`config.mk`:
```
export PLATFORM = sky130hd
export DESIGN_NAME = paged_bank_address_map
export DESIGN_NICKNAME = d
export VERILOG_FILES = /design/src/hw/rtl/pbam_pkg.sv /design/src/hw/rtl/paged_bank_address_map.sv /design/src/hw/rtl/pbam_mod.sv
export VERILOG_INCLUDE_DIRS = /design/src /design/src/hw/rtl
export SDC_FILE = /design/constraint.sdc
export NUM_CORES = 2
export LEC_CHECK = 0
export BUFFER_PORTS_ARGS = -buffer_cell sky130_fd_sc_hd__buf_2
export CORE_MARGIN = 2
export CORE_UTILIZATION = 30
export DETAILED_ROUTE_END_ITERATION = 6
export HOLD_SLACK_MARGIN = 0.06
export PLACE_DENSITY_LB_ADDON = 0.1
export RECOVER_POWER = 50
export SKIP_LAST_GASP = 1
export SYNTH_ARGS = -nofsm -noshare
export SYNTH_HDL_FRONTEND = slang
export SYNTH_SLANG_ARGS = --single-unit
export TNS_END_PERCENT = 50
```
`constraint.sdc`:
```
create_clock -name clk -period 5 [get_ports clk]
set_input_delay 0.5 -clock clk [delete_from_list [all_inputs] [get_ports clk]]
set_output_delay 0.5 -clock clk [all_outputs]
set_load 0.03 [all_outputs]
```
`src/hw/rtl/assert_macros.svh`:
```
// Assertion macros for the RTL file that carries concurrent checks.
`ifndef ASSERT_MACROS_SVH
`define ASSERT_MACROS_SVH

// Checks a property on every rising edge of clk outside reset.
`define PBAM_ASSERT(name, prop, msg) \
    name: assert property (@(posedge clk) disable iff (!rst_n) prop) else $error(msg);

// Checks that a condition is followed by another one in the next cycle.
`define PBAM_ASSERT_NEXT(name, cond, follow, msg) \
    name: assert property (@(posedge clk) disable iff (!rst_n) (cond) |=> (follow)) \
        else $error(msg);

`endif

```
`src/hw/rtl/pbam_pkg.sv`:
```
// Shared types and constants of the paged bank address map.
`default_nettype none

package pbam_pkg;

    localparam int TABLE_ENTRIES_DEF = 64;
    localparam int ADDR_BITS_DEF     = 16;
    localparam int INDEX_BITS_DEF    = 20;
    localparam int BUFFER_COUNT_DEF  = 16;

    localparam logic [3:0] SHIFT_MIN   = 4'd10;
    localparam logic [3:0] SHIFT_MAX   = 4'd13;
    localparam logic [3:0] SHIFT_RESET = 4'd13;

    // Range cursor: an exclusive end below 2^17 plus one page of overshoot.
    localparam int CURSOR_W = 18;

    typedef enum logic [1:0] {
        MODE_READ  = 2'd0,
        MODE_WRITE = 2'd1,
        MODE_MAP   = 2'd2,
        MODE_CLEAR = 2'd3
    } mode_t;

    typedef enum logic [2:0] {
        ST_IDLE,
        ST_LOOKUP,
        ST_DIV,
        ST_FILL,
        ST_ADV
    } state_t;

endpackage

`default_nettype wire

```
`src/hw/rtl/paged_bank_address_map.sv`:
```
// Top level of the paged bank address map: page table memory, sequencer and result port.
//
// Usage: drive an item on the input ports with start high while busy is low; the
// item is taken at that edge. Mode read or write looks up the page of address and
// translates it to a buffer id and a byte index; mode map fills every page of
// [address, range_limit) with one buffer (empty if none or size 0); mode clear
// marks those pages empty. Each item gives one result, shown for one cycle with
// result_valid high; the receiver cannot hold it off. page_shift is written
// through cfg_we/cfg_wdata while busy is low and no result is pending.
// Structure: the page table is one memory with a registered read. A hit runs the
// shared modulo unit, one bit per cycle over INDEX_BITS+1 bits, before the result
// is loaded; a miss loads its result straight from the lookup. A map item with a
// buffer runs the modulo unit once per page, a clear item writes its pages without
// it. One item is worked on at a time.
// Reset: every page reads empty and read-only (per-entry valid bits are cleared
// at once) and page_shift returns to 13; the block is ready right after reset.
`default_nettype none
`include "assert_macros.svh"

module paged_bank_address_map #(
    parameter int TABLE_ENTRIES = pbam_pkg::TABLE_ENTRIES_DEF,
    parameter int ADDR_BITS     = pbam_pkg::ADDR_BITS_DEF,
    parameter int INDEX_BITS    = pbam_pkg::INDEX_BITS_DEF,
    parameter int BUFFER_COUNT  = pbam_pkg::BUFFER_COUNT_DEF
) (
    input  wire logic        clk,
    input  wire logic        rst_n,
    input  wire logic        cfg_we,
    input  wire logic [3:0]  cfg_wdata,
    input  wire logic        start,
    output logic             busy,
    input  wire logic [1:0]  mode,
    input  wire logic [15:0] address,
    input  wire logic [16:0] range_limit,
    input  wire logic [7:0]  bus_value,
    input  wire logic [3:0]  buffer_id,
    input  wire logic [20:0] buffer_size,
    input  wire logic [19:0] start_offset,
    input  wire logic        map_read_only,
    input  wire logic        map_is_sram,
    input  wire logic        has_buffer,
    output logic             result_valid,
    output logic             hit,
    output logic [3:0]       target_buffer,
    output logic [19:0]      buffer_index,
    output logic [7:0]       data_value,
    output logic             sram_dirty
);

    localparam int PW  = (TABLE_ENTRIES > 1) ? $clog2(TABLE_ENTRIES) : 1;
    localparam int IW  = INDEX_BITS;
    localparam int SZW = INDEX_BITS + 1;
    localparam int CRW = pbam_pkg::CURSOR_W;
    localparam logic [31:0] MAX_SIZE = 32'd1 << INDEX_BITS;

    typedef struct packed {
        logic [3:0]     buffer;
        logic [SZW-1:0] size;
        logic [IW-1:0]  offset;
        logic           empty;
        logic           ro;
        logic           sram;
    } entry_t;

    pbam_pkg::state_t state_reg, state_next;

    logic [3:0]           page_shift_reg;
    pbam_pkg::mode_t      mode_reg;
    logic [ADDR_BITS-1:0] addr_reg;
    logic [16:0]          end_reg;
    logic [7:0]           bus_reg;
    logic [3:0]           id_reg;
    logic [SZW-1:0]       sz_reg;
    logic [IW-1:0]        off_reg;
    logic                 ro_reg;
    logic                 sram_reg;
    logic                 clr_reg;
    logic [CRW-1:0]       cursor_reg;
    logic                 in_table_reg;

    entry_t mem [TABLE_ENTRIES];
    logic [TABLE_ENTRIES-1:0] valid_reg;
    entry_t               rd_entry_reg;
    logic                 rd_valid_reg;

    logic                 result_valid_reg;
    logic                 hit_reg;
    logic [3:0]           target_reg;
    logic [19:0]          index_reg;
    logic [7:0]           data_reg;
    logic                 dirty_reg;

    // Control from the sequencer.
    logic           accept;
    logic           mem_re;
    logic           mem_we;
    logic           div_go;
    logic           res_load;
    logic           res_hit;
    logic           advance;
    logic           take_rem;
    logic [SZW-1:0] div_dividend;
    logic [SZW-1:0] div_divisor;
    logic           div_done;
    logic [SZW-1:0] div_rem;

    logic [3:0]     sh;
    logic [CRW-1:0] psize;
    logic [CRW-1:0] acc_page;
    logic [CRW-1:0] cur_page;
    logic           fill_active;
    logic           lookup_hit;
    logic [SZW-1:0] sz_in;
    logic [3:0]     id_in;
    logic [CRW-1:0] addr_low;
    logic [31:0]    rem_ext;
    entry_t         wr_entry;

    always_comb
    begin
        if (page_shift_reg < pbam_pkg::SHIFT_MIN)
        begin
            sh = pbam_pkg::SHIFT_MIN;
        end
        else if (page_shift_reg > pbam_pkg::SHIFT_MAX)
        begin
            sh = pbam_pkg::SHIFT_MAX;
        end
        else
        begin
            sh = page_shift_reg;
        end
    end

    assign psize    = CRW'(1) << sh;
    assign acc_page = CRW'(address[ADDR_BITS-1:0]) >> sh;
    assign cur_page = cursor_reg >> sh;
    assign addr_low = CRW'(addr_reg) & (psize - CRW'(1));
    assign fill_active = (cursor_reg < CRW'(end_reg)) && (cur_page < CRW'(TABLE_ENTRIES));
    assign lookup_hit  = in_table_reg && rd_valid_reg && !rd_entry_reg.empty
                         && ((mode_reg == pbam_pkg::MODE_READ) || !rd_entry_reg.ro);
    assign rem_ext = 32'(div_rem);

    // Oversized buffers saturate to the largest index space.
    always_comb
    begin
        if (32'(buffer_size) > MAX_SIZE)
        begin
            sz_in = SZW'(MAX_SIZE);
        end
        else
        begin
            sz_in = SZW'(buffer_size);
        end
    end

    always_comb
    begin
        id_in = buffer_id;
        for (int i = 0; i < 8; i++)
        begin
            if (32'(id_in) >= 32'(BUFFER_COUNT))
            begin
                id_in = 4'(32'(id_in) - 32'(BUFFER_COUNT));
            end
        end
    end

    always_comb
    begin
        wr_entry.buffer = clr_reg ? 4'd0 : id_reg;
        wr_entry.size   = sz_reg;
        wr_entry.offset = clr_reg ? '0 : off_reg;
        wr_entry.empty  = clr_reg;
        wr_entry.ro     = clr_reg ? 1'b1 : ro_reg;
        wr_entry.sram   = clr_reg ? 1'b0 : sram_reg;
    end

    always_comb
    begin
        state_next   = state_reg;
        accept       = 1'b0;
        mem_re       = 1'b0;
        mem_we       = 1'b0;
        div_go       = 1'b0;
        res_load     = 1'b0;
        res_hit      = 1'b0;
        advance      = 1'b0;
        take_rem     = 1'b0;
        div_dividend = SZW'(off_reg) + SZW'(psize);
        div_divisor  = sz_reg;
        case (state_reg)
            pbam_pkg::ST_IDLE:
            begin
                if (start)
                begin
                    accept = 1'b1;
                    if (mode[1])
                    begin
                        state_next = pbam_pkg::ST_FILL;
                    end
                    else
                    begin
                        mem_re     = 1'b1;
                        state_next = pbam_pkg::ST_LOOKUP;
                    end
                end
            end
            pbam_pkg::ST_LOOKUP:
            begin
                div_dividend = SZW'(addr_low) + SZW'(rd_entry_reg.offset);
                div_divisor  = (rd_entry_reg.size == '0) ? SZW'(1) : rd_entry_reg.size;
                if (lookup_hit)
                begin
                    div_go     = 1'b1;
                    state_next = pbam_pkg::ST_DIV;
                end
                else
                begin
                    res_load   = 1'b1;
                    state_next = pbam_pkg::ST_IDLE;
                end
            end
            pbam_pkg::ST_DIV:
            begin
                if (div_done)
                begin
                    res_load   = 1'b1;
                    res_hit    = 1'b1;
                    state_next = pbam_pkg::ST_IDLE;
                end
            end
            pbam_pkg::ST_FILL:
            begin
                if (fill_active)
                begin
                    mem_we = 1'b1;
                    if (clr_reg)
                    begin
                        advance = 1'b1;
                    end
                    else
                    begin
                        div_go     = 1'b1;
                        state_next = pbam_pkg::ST_ADV;
                    end
                end
                else
                begin
                    res_load   = 1'b1;
                    res_hit    = 1'b1;
                    state_next = pbam_pkg::ST_IDLE;
                end
            end
            pbam_pkg::ST_ADV:
            begin
                if (div_done)
                begin
                    take_rem   = 1'b1;
                    advance    = 1'b1;
                    state_next = pbam_pkg::ST_FILL;
                end
            end
            default:
            begin
                state_next = pbam_pkg::ST_IDLE;
            end
        endcase
    end

    pbam_mod #(
        .W (SZW)
    ) u_mod (
        .clk       (clk),
        .rst_n     (rst_n),
        .go        (div_go),
        .dividend  (div_dividend),
        .divisor   (div_divisor),
        .done      (div_done),
        .remainder (div_rem)
    );

    always_ff @(posedge clk or negedge rst_n)
    begin
        if (!rst_n)
        begin
            state_reg        <= pbam_pkg::ST_IDLE;
            page_shift_reg   <= pbam_pkg::SHIFT_RESET;
            valid_reg        <= '0;
            result_valid_reg <= 1'b0;
        end
        else
        begin
            state_reg        <= state_next;
            result_valid_reg <= res_load;
            if (cfg_we)
            begin
                page_shift_reg <= cfg_wdata;
            end
            if (mem_we)
            begin
                valid_reg[cur_page[PW-1:0]] <= 1'b1;
            end
        end
    end

    // Page table memory: one write port, one registered read port.
    always_ff @(posedge clk)
    begin
        if (mem_we)
        begin
            mem[cur_page[PW-1:0]] <= wr_entry;
        end
        if (mem_re)
        begin
            rd_entry_reg <= mem[acc_page[PW-1:0]];
            rd_valid_reg <= valid_reg[acc_page[PW-1:0]];
        end
    end

    always_ff @(posedge clk)
    begin
        if (accept)
        begin
            mode_reg     <= pbam_pkg::mode_t'(mode);
            addr_reg     <= address[ADDR_BITS-1:0];
            end_reg      <= range_limit;
            bus_reg      <= bus_value;
            id_reg       <= id_in;
            sz_reg       <= sz_in;
            off_reg      <= IW'(32'(start_offset));
            ro_reg       <= map_read_only;
            sram_reg     <= map_is_sram;
            clr_reg      <= (mode == pbam_pkg::MODE_CLEAR) || !has_buffer || (sz_in == '0);
            cursor_reg   <= CRW'(address[ADDR_BITS-1:0]);
            in_table_reg <= acc_page < CRW'(TABLE_ENTRIES);
        end
        else
        begin
            if (take_rem)
            begin
                off_reg <= div_rem[IW-1:0];
            end
            if (advance)
            begin
                cursor_reg <= cursor_reg + psize;
            end
        end
        if (res_load)
        begin
            hit_reg  <= res_hit;
            data_reg <= mode_reg[1] ? 8'd0 : bus_reg;
            if (res_hit && !mode_reg[1])
            begin
                target_reg <= rd_entry_reg.buffer;
                index_reg  <= rem_ext[19:0];
                dirty_reg  <= (mode_reg == pbam_pkg::MODE_WRITE) && rd_entry_reg.sram;
            end
            else
            begin
                target_reg <= 4'd0;
                index_reg  <= 20'd0;
                dirty_reg  <= 1'b0;
            end
        end
    end

    assign busy          = (state_reg != pbam_pkg::ST_IDLE);
    assign result_valid  = result_valid_reg;
    assign hit           = hit_reg;
    assign target_buffer = target_reg;
    assign buffer_index  = index_reg;
    assign data_value    = data_reg;
    assign sram_dirty    = dirty_reg;

    `PBAM_ASSERT_NEXT(a_single_result, result_valid, !result_valid, "result strobe held twice")
    `PBAM_ASSERT(a_result_when_free, result_valid |-> !busy, "result shown while busy")
    `PBAM_ASSERT(a_div_owner, div_done |-> (state_reg == pbam_pkg::ST_DIV
        || state_reg == pbam_pkg::ST_ADV), "modulo finished with no user")
    `PBAM_ASSERT(a_no_rw_overlap, !(mem_we && mem_re), "table read and write together")

endmodule

`default_nettype wire

```
`src/hw/rtl/pbam_mod.sv`:
```
// Iterative restoring modulo unit, one dividend bit per cycle.
`default_nettype none

module pbam_mod #(
    parameter int W = pbam_pkg::INDEX_BITS_DEF + 1
) (
    input  wire logic         clk,
    input  wire logic         rst_n,
    input  wire logic         go,
    input  wire logic [W-1:0] dividend,
    input  wire logic [W-1:0] divisor,
    output logic              done,
    output logic [W-1:0]      remainder
);

    localparam int CW = $clog2(W + 1);

    logic [W-1:0]  dvd_reg;
    logic [W-1:0]  dvs_reg;
    logic [W-1:0]  rem_reg;
    logic [CW-1:0] count_reg;
    logic          run_reg;
    logic          done_reg;
    logic [W:0]    trial;
    logic [W-1:0]  rem_next;

    always_comb
    begin
        trial = {rem_reg, dvd_reg[W-1]};
        if (trial >= {1'b0, dvs_reg})
        begin
            rem_next = W'(trial - {1'b0, dvs_reg});
        end
        else
        begin
            rem_next = trial[W-1:0];
        end
    end

    always_ff @(posedge clk or negedge rst_n)
    begin
        if (!rst_n)
        begin
            run_reg   <= 1'b0;
            done_reg  <= 1'b0;
            count_reg <= '0;
        end
        else
        begin
            done_reg <= 1'b0;
            if (go)
            begin
                run_reg   <= 1'b1;
                count_reg <= CW'(W);
            end
            else if (run_reg)
            begin
                count_reg <= count_reg - 1'b1;
                if (count_reg == CW'(1))
                begin
                    run_reg  <= 1'b0;
                    done_reg <= 1'b1;
                end
            end
        end
    end

    always_ff @(posedge clk)
    begin
        if (go)
        begin
            dvd_reg <= dividend;
            dvs_reg <= divisor;
            rem_reg <= '0;
        end
        else if (run_reg)
        begin
            dvd_reg <= {dvd_reg[W-2:0], 1'b0};
            rem_reg <= rem_next;
        end
    end

    assign done      = done_reg;
    assign remainder = rem_reg;

endmodule

`default_nettype wire
```
After elaboration in Yosys (flattened, before gate mapping):

Memory sizes are Yosys's and may differ from the RTL's. A register that Yosys moved wholly into a read port is not among the register bits.
Index checks and enable logic that the tools add are counted.

* add/subtract/negate cells: 6
* order comparisons: 10
* equality and inequality tests: 11
* reduce and logical (&&, ||, !) cells: 23
* muxes and demuxes: 59
* shift operators: 3
* bitwise operators: 2

Operators by type and width (number)
* two-way mux 21 bit: 7
* bitwise OR 64 bit: 1
* two-way mux 20 bit: 3
* zero test 21 bit: 2
* less-than comparator 18 x 7 -> 1 bit, second input constant: 2
* two-way mux 16 bit: 2
* two-way mux 1 bit: 28
* >= comparator 22 x 21 -> 1 bit: 1
* adder 18 x 20 -> 21 bit: 1
* adder 20 x 18 -> 21 bit: 1
* greater-than comparator 21 bit, second input constant: 1
* subtractor 21 bit: 1
* adder 18 bit: 1
* bitwise AND 16 x 18 -> 18 bit: 1
* less-than comparator 18 x 17 -> 1 bit: 1
* left shift 1 x 4 -> 18 bit, first input constant: 1
* >> shifter 16 x 4 -> 18 bit: 1
* >> shifter 18 x 4 -> 18 bit: 1
* subtractor 18 x 1 -> 18 bit, second input constant: 1
* two-way mux 3 bit: 5
* case mux 3 bit (5 select lines): 1
* less-than comparator 6 x 7 -> 1 bit, second input constant: 2
* two-way mux 4 bit: 3
* two-way mux 5 bit: 2
* 26 further kinds: 44

* memories: 1
* flip-flop bits (word level): 287
* input port bits: 99
* word-level logic and storage cells: 144
* bits in writable memories: 3072

Memory list
* mem: depth 64, width 48, rd ports 1, clocked after Yosys merged registers in 1, wr ports 1, RTL line paged_bank_address_map.sv:81 `entry_t mem [TABLE_ENTRIES];`

Logic depth before layout (Yosys ltp):

* depth in word-level cells: 10
* depth in mapped cells: 17

Hierarchy:

Synthesis repeated with hierarchy kept, for this count alone.

* cells, all modules: 10530
* area total of the unflattened synthesis: 138496.6 µm²

Modules (own cells, without submodules)
* paged_bank_address_map: instances 1, area an instance 134361.4 µm², cells each 10137
* pbam_mod: instances 1, area an instance 4135.2 µm², cells each 393

Worst setup path before layout:

OpenSTA, ideal clock, no wires.

* path kind: flip-flop to flip-flop
* from: register page_shift_reg[0]
* to: memory mem[50][0] (netlist name) (enable)
* stages on the path, launching flop included: 10
* arrival: 4311 ps
* clock period less this slack: 4766 ps
* slack: 234 ps
* required time: 4545 ps
* library setup time: 455 ps
* cells stage by stage: dfstp_2 -> buf_4 -> a21o_1 -> nand2_1 -> a221o_1 -> a211oi_1 -> nand2_1 -> nor3_1 -> nand2_1 -> nor2_1

* longest elaborated chain between the ends: 10

Ends and longest elaborated chain
* start: declaration: RTL line paged_bank_address_map.sv:67 `logic [3:0] page_shift_reg;`
* start signal: assignment: RTL line paged_bank_address_map.sv:288 `page_shift_reg <= pbam_pkg::SHIFT_RESET;`
* start signal: assignment: RTL line paged_bank_address_map.sv:298 `page_shift_reg <= cfg_wdata;`
* greater-than comparator 4 bit: RTL line paged_bank_address_map.sv:125 `else if (page_shift_reg > pbam_pkg::SHIFT_MAX)`
* two-way mux 4 bit: RTL line paged_bank_address_map.sv:125
* two-way mux 4 bit (*): RTL line paged_bank_address_map.sv:121 `if (page_shift_reg < pbam_pkg::SHIFT_MIN)`
* >> shifter 18 x 4 -> 18 bit (*): RTL line paged_bank_address_map.sv:137 `assign cur_page = cursor_reg >> sh;`
* less-than comparator 18 x 7 -> 1 bit: RTL line paged_bank_address_map.sv:139 `assign fill_active = (cursor_reg < CRW'(end_reg)) && (cur_page < CRW'(TABLE_ENTRIES));`
* logical AND 1 bit: RTL line paged_bank_address_map.sv:139
* two-way mux 1 bit: RTL line paged_bank_address_map.sv:235 `if (fill_active)`
* two-way mux 1 bit: RTL line paged_bank_address_map.sv:192 `case (state_reg)`
* two-way mux 1 bit: RTL line paged_bank_address_map.sv:310 `if (mem_we)`
* two-way mux 1 bit (implied by the code): RTL line paged_bank_address_map.sv:312 `mem[cur_page[PW-1:0]] <= wr_entry;`
* end: declaration: RTL line paged_bank_address_map.sv:81

Every way passes the cells marked *; elsewhere a longest branch is shown, timed or not.

Final worst setup path:

* from: register page_shift_reg[0]
* to: register rd_entry_reg[37] (netlist name)

* longest elaborated chain between the ends: 4

Ends and longest elaborated chain
* greater-than comparator 4 bit: RTL line paged_bank_address_map.sv:125
* two-way mux 4 bit: RTL line paged_bank_address_map.sv:125
* two-way mux 4 bit (*): RTL line paged_bank_address_map.sv:121
* >> shifter 16 x 4 -> 18 bit (*): RTL line paged_bank_address_map.sv:136 `assign acc_page = CRW'(address[ADDR_BITS-1:0]) >> sh;`

Marked as above.
A chain may end at the register's enable or synchronous reset.

==> flow_summary.yaml <==
worst_setup_path:
  worstSetupStartpointType: "flop"
  r2r_cells: 13
  cp_data_required_time_ns: 5.72
  max_stage_delay_ns: 0.79
  crit_path_start: "page_shift_reg[0]"
  path_cells: "a21o_1 -> a21oi_2 -> or3_4 -> nand2_4 -> buf_12 -> buf_12 -> buf_4 -> a21oi_1 -> nor3_1 -> buf_4 -> a21oi_1 -> a31oi_1 -> or4b_1"
  r2r_setup_slack_ns: 0.16
  crit_path_max_fanout: 24
  reg2reg_from: "page_shift_reg[0]"
  regToRegEndpoint: "rd_entry_reg[37]"
  worstSetupEndpointType: "flop"
  critical_path_class: "reg -> reg"
  critPathSlowestCell: "dfstp_1"
  cp.arrival_ns: 5.56
finish:
  layout_commonest_cell: "edfxtp_1"
  drive_gt1_share_pct: 12.6
  stdcell_area_mm2: 0.164
  area_growth_syn_to_layout_pct: 19.3
  final_core_util_pct: 35.8
  layout_common_cells: "3302 x edfxtp_1, 2491 x nand2_1, 1039 x nand3_1, 554 x a21oi_1, 445 x mux2i_1"
  stdcell_count: 17500
  finalNetCount: 11200
  largest_register_ffs: 3072
yosys:
  ys_warn_count: 0
  ys.flop_type: "edfxtp_1"
  synth_cells: 10300
  syn_area_per_cell_um2: 13.3
  yosys-top-cells-area: "edfxtp_1 72%, nand2_1 6.8%, nand3_1 3.8%"
  synth_edf_count: 3302
  synth_top_area_share_pct: 71.9
  ys_seq_area_share_pct: 73.7
  synth-seq-cells: 3404
  yosys.area.top_type: "edfxtp_1"
  synth-async-reset-ratio_pct: 2.32
  synth.cell_area_mm2: 0.138
  ys_types: 84
worst_hold_path:
  hold_path_class: "in -> reg"
  hold_depth: 2
  whs_endpoint: "end_reg[5]"
  hp-start: "range_limit[5]"
global_route:
  antenna_found_initial: 56
  grt_pass1_wl_mm: 774
  track_usage_pct: 23.9
  grt_pass1_vias: 89600
  grt-ovfl-total: 0
  grt_max_degree: 105
timing:
  rsz0062_at_grt: "false"
  fin_hold_ws_ns: 0.214
  slew_violations: 2077
  fmax_mhz: 207
  fin_crit_sh_pct: 96.7
  tns_ns: 0
  worst_clock_skew_ns: 0.0505
  layout_min_cycle_time_ns: 4.84
  setup-violations-final: 0
  worst_pin_slew_ns: 4.43
  finalHoldViolCount: 0
  slew_headroom_pct: -195
placed_design:
  dp.cells: 16700
  placed_cell_area_mm2: 0.151
  place_hpwl_mm: 348
  gp_congestion: 0.827
  io_buffers: 134
clocking:
  htreeDepth: 5
  postCtsSetupRepairBufs: 0
  cts_buffers: 392
  cts_buffer_depth: 4
  clk_latency_ns: 1.00
  numClockSinks: 3404
  cts_tree: "done"
  cts-root-buf: "clkbuf_16"
  clkTransAtPathRegs_ns: 0.06
detailed_routing:
  route.detailed.wl_per_inst_um: 32.5
  num_vias: 92500
  ant_nets: 0
  drt_iter0_drc: 10500
  firstDrtPassIters: 6
  viasPerCell: 5.27
  finalWirelength_mm: 571
  drcViolationCount: 0
floorplanning:
  start_util_pct: 30.1
  die_area_mm2: 0.465
  ios: 135
  core_area_mm2: 0.459
  die_x_um: 682
  fp.dieH_um: 682
  num_rows: 249
run:
  drv_cap: 52
pwr:
  vdd_drop_max_uv: 290
  p_leak_uw: 0.0574
  power_density_mw_per_mm2: 492
run_status:
  violations: "max-capacitance violations, max-slew violations"
  status: "finished, violations left"
==> power breakdown <==
part / switching (µW) / leakage, µW / internal (µW)
combinational: 12200 / 0.0200 / 4410
sequential: 1000 / 0.0313 / 34600
clock: 12100 / 0.00615 / 16500
==> layout make-up <==
| cell class | count | area [µm²] |
|---|---|---|
| clock inverter | 210 | 2040 |
| clock buffer | 513 | 10600 |
| fill | 44300 | 294000 |
| timing repair buffer | 891 | 8350 |
| inverter | 72 | 275 |
| multi-input combinational | 6255 | 33800 |
| tap | 6149 | 7690 |
| sequential | 3404 | 102000 |
| antenna | 53 | 133 |
==> worst max path at each step <==
| stage | end |
|---|---|
| after floorplan | mem[50][0] |
| after global placement | rd_entry_reg[29] |
| after detailed placement | rd_entry_reg[29] |
| after CTS | rd_entry_reg[29] |
| after global routing | rd_entry_reg[29] |
| final | rd_entry_reg[37] |
==> synth_stat cells, drive strengths merged (29+ instances only) <==
cell type	number
a21oi	557
or2	72
o22ai	149
buf	382
and3	33
o221ai	73
xnor2	33
nor2	227
o211ai	31
nor3	155
nand2	2500
ha	79
mux2i	445
o21ai	202
and2	43
edfxtp	3302
or3	29
nand4	45
a31oi	122
nor2b	62
clkbuf	254
dfrtp	76
nand3	1041
inv	70
==> logic make-up after synthesis <==
group           synth area share (%)
mux                             3.31
fa+ha+maj                      0.775
other cells                  0.00544
buf+inv                         2.36
flops                           73.7
compound gates                  5.87
xor+xnor                       0.375
simple gates                    13.6
==> repair_timing <==
| item | CTS | global route |
|---|---|---|
| endpoints found under the setup margin | 1 | 0 |
| hold buffers | 107 | 0 |
| hold endpoints to repair | 150 | 0 |
| resized for setup | 2 | 0 |
==> worst max-delay path: cells and delay by family (launching register included) <==
kind | cells | cell delay [ns]
buffers and inverters | 4 | 1.00
AOI/OAI and AO/OA | 5 | 0.55
and+or+nand+nor | 4 | 2.12
DFF | 1 | 0.79
==> metrics by stage <==
step	setup slack (ns)	total power, µW
floorplan	0.234	44100
global placement	-0.362	52600
detailed placement	-0.423	52800
CTS	0.172	81500
global route	0.0443	83600
finish	0.163	80900
==> per-layer routing <==
| layer | vias up | share of wire, % | track usage, % |
|---|---|---|---|
| li1 | 39800 | - | - |
| met1 | 48400 | 43 | 32.9 |
| met2 | 3519 | 47 | 39.5 |
| met3 | 744 | 5.9 | 2.85 |
| met4 | 4 | 3.5 | 7.71 |
| met5 | - | 0.0040 | 0 |
Note: power is estimated with default switching activity, not from simulation.
